===== src/glef_ram.sv =====
module glef_ram #(
    parameter int WIDTH = 8,
    parameter int DEPTH = 256
) (
    input  logic                     i_clk,
    input  logic                     i_we,
    input  logic [$clog2(DEPTH)-1:0] i_waddr,
    input  logic [WIDTH-1:0]         i_wdata,
    input  logic [$clog2(DEPTH)-1:0] i_raddr,
    output logic [WIDTH-1:0]         o_rdata
);

    logic [WIDTH-1:0] r_mem [DEPTH];
    logic [WIDTH-1:0] r_rdata;

    // Simple dual port: a read in the same cycle as a write returns old data.
    always_ff @(posedge i_clk) begin
        if (i_we) begin
            r_mem[i_waddr] <= i_wdata;
        end
        r_rdata <= r_mem[i_raddr];
    end

    assign o_rdata = r_rdata;

endmodule

===== config.mk =====
export PLATFORM = sky130hd
export DESIGN_NAME = glef_ram
export DESIGN_NICKNAME = d
export VERILOG_FILES = /design/src/glef_ram.sv
export SDC_FILE = /design/constraint.sdc
export NUM_CORES = 2
export LEC_CHECK = 0
export ABC_AREA = 1
export BUFFER_PORTS_ARGS = -buffer_cell sky130_fd_sc_hd__buf_2
export CORE_MARGIN = 1
export CORE_UTILIZATION = 40
export DETAILED_ROUTE_END_ITERATION = 7
export HOLD_SLACK_MARGIN = 0.02
export PLACE_DENSITY_LB_ADDON = 0.15
export SLEW_MARGIN = 20
export SYNTH_ARGS = -nofsm -noshare
export SYNTH_HDL_FRONTEND = slang
export SYNTH_SLANG_ARGS = --single-unit

===== constraint.sdc =====
create_clock -name i_clk -period 1.7 [get_ports i_clk]
set_clock_uncertainty 0.1 [all_clocks]
set_input_delay 0.17 -clock i_clk [delete_from_list [all_inputs] [get_ports i_clk]]
set_output_delay 0.17 -clock i_clk [all_outputs]
set_load 0.03 [all_outputs]

==> reports/summary.txt <==
status = complete, but fails checks
largest area contributor in the netlist = edfxtp_1
failing checks = negative setup slack
internal power = 84.24 mW
Synth async-reset ratio = 0
Critical Path AT = 1.44 ns
startpoint types = register
synth cell count leaders = nand2_1, edfxtp_1, nand3_1
Mean Syn Cell Area = 11.91 µm²
crit path kind = register to output pin
global-route wire length before repair = 373.1 mm
reg2reg start = r_mem[65][0]$_DFFE_PP_
CP Launch Point = o_rdata[7]$_DFF_P_
Synthesized Nets = 7029
First-pass DRT Iterations = 8
RSZ-0062 raised after global routing = true
vias post-DR = 56590
Final Hold Viols = 0
worst endpoint required time = 1.43 ns
CTS clk-pin slew, worst paths = 0.06 ns
DRC errors left = 0
Max-Cap Viols = 0
crit-path max cell delay = 0.43 ns
layout cells sized above 1 = 0.1825
most common cell in the netlist = nand2_1
CTS tree = yes
number of synthesized flops with an enable pin = 2048
P&R area growth vs syn = 22.09%
Clk pwr share = 0.414
slew margin rel. = 0.5455
top cells by area, synth = edfxtp_1, nand3_1, nand2_1
total CTS buffers = 211
critical path peak fanout = 1
CP max stage cell = dfxtp_4
worst slew pin tran = 0.6817 ns
# H-tree levels = 4
Clk Latency, worst-skew pair = 0.87 ns
GRT overflow = 0
sw frac = 0.2321
Comb power frac = 0.076
crit-path cells = buf_6
# setup viols final = 3
root buffer cell = clkbuf_16
# fillers = 18310
die width = 458.6 µm
Largest delay share family, worst path = flip-flops
HP Class = input port to register
Synth top area share = 0.7374
critical path capture point type = output pin
Row Count = 167
IO buf count = 33
initial antenna violation count = 8
GRT Util Overall = 0.2403
Peak VDD IR = 0.9977 mV
RePlAce Congestion = 0.8740
Buf/Inv on CP = 1
Lkg Pwr = 36.64 nW
clk sinks = 2056
I/O pin cnt = 34
power per cell area = 1077 nW/µm²
distinct cell type count of the synthesized netlist = 14
synthesized flop and latch total = 2056
post-route clock period utilization = 1.003
CORE AREA = 207100 µm²
hold wc startpoint = i_we
Die Area = 210300 µm²
fin crit period = 1.705 ns
Final WS setup = -0.005294 ns
final net count = 7617
switching pwr = 25.46 mW
fmax = 0.5864 GHz
Placed Area = 93140 µm²
Synth Cell Area = 83400 µm²
post-route ant nets = 0
R2R setup slack = 0 ns
DP HPWL = 162.0 mm
WL/cell = 24.06 µm
yosys warns = 0
number of global-route vias before repair = 55060
Max clock buf depth = 3
Mapped Cells = 7003
Initial Utilization = 0.4027
Final Cell Area = 101800 µm²
die height = 458.6 µm
# Post-CTS Setup Buffers = 0
Seq/Total Area, Yosys = 0.7394
sequential group share of total power = 0.510
largest net degree at the start of global routing = 120
Iter 0 DRT Violations = 6035
Pins Over Slew Limit = 0
final cell count without fillers = 10560
Main synth FF type = edfxtp_1
routed wire length = 254.1 mm
placed instance count = 10160
routed vias/inst = 5.358
power groups by stage:
stage / Clock (mW) / Combinational [mW] / Sequential (mW)
2_1_floorplan: 0 / 3.45 / 57.0
3_3_place_gp: 0 / 7.72 / 57.0
3_5_place_dp: 0 / 7.76 / 57.0
4_1_cts: 46.2 / 8.04 / 56.0
5_1_grt: 48.1 / 8.89 / 55.9
6_report: 45.5 / 8.28 / 56.0
layer usage:
layer / GRT usage / part of all wire
met5: 0 / 0
met2: 0.3837 / 0.47
met1: 0.3386 / 0.44
met3: 0.03184 / 0.060
met4: 0.07971 / 0.032
area by class of cell:
| cell class | instances | area [µm²] | area share |
|---|---|---|---|
| sequential | 2056 | 61690 | 0.6059 |
| multi-input combinational | 4425 | 20840 | 0.2047 |
| timing repair buffer | 858 | 8865 | 0.08706 |
| clock buffer | 264 | 5543 | 0.05444 |
| tap | 2788 | 3488 | 0.03426 |
| clock inverter | 128 | 1206 | 0.01185 |
| inverter | 39 | 180.2 | 0.001770 |
| antenna | 3 | 7.507 | 0.00007373 |
registers in the layout, summed over array words and instances (netlist names):
name     cells
r_mem     2048
o_rdata      8
layout by cell type (no fill, tap or decap), drive strengths merged:
master	netlist	final
buf	371	845
bufinv	0	17
clkbuf	112	265
clkinv	0	99
clkinvlp	0	9
dfxtp	8	8
diode	0	3
dlygate4sd3	0	12
edfxtp	2048	2048
inv	39	42
nand2	2123	2123
nand3	2019	2019
nor2	283	283
cells by family after synthesis:
family / synth area share
buffers and inverters: 0.03119
DFF: 0.7394
and+or+nand+nor: 0.2295
metrics by stage:
step / setup TNS (ns) / power, mW / util / setup WS (ns) / hold slack (ns)
2_1_floorplan: -12.93 / 60.49 / - / -0.06147 / 0.1689
3_3_place_gp: -102.59 / 64.74 / 0.4498 / -1.193 / 0.4784
3_5_place_dp: -130.38 / 64.78 / 0.4498 / -1.195 / 0.4816
4_1_cts: -0.3172 / 110.2 / 0.4867 / -0.06484 / 0.02298
5_1_grt: -0.2724 / 112.9 / 0.4917 / -0.03568 / 0.05528
6_report: -0.01132 / 109.7 / 0.4917 / -0.005294 / 0.09456
repair_timing:
action,CTS,global route
hold buffers,12,0
resized for setup,164,190
gates cloned,0,1
endpoints found under the hold margin,2056,0
endpoints found under the setup margin,16,13
pin swaps,9,60
path summary, 6_finish.rpt:
kind	to	cells past startpoint
setup / recovery	o_rdata[7]	1
hold / removal	r_mem[184][7]$_DFFE_PP_	5
setup reg to reg	o_rdata[0]$_DFF_P_	10
hold reg to reg	o_rdata[5]$_DFF_P_	10
Power figures use the tool's default switching activity.
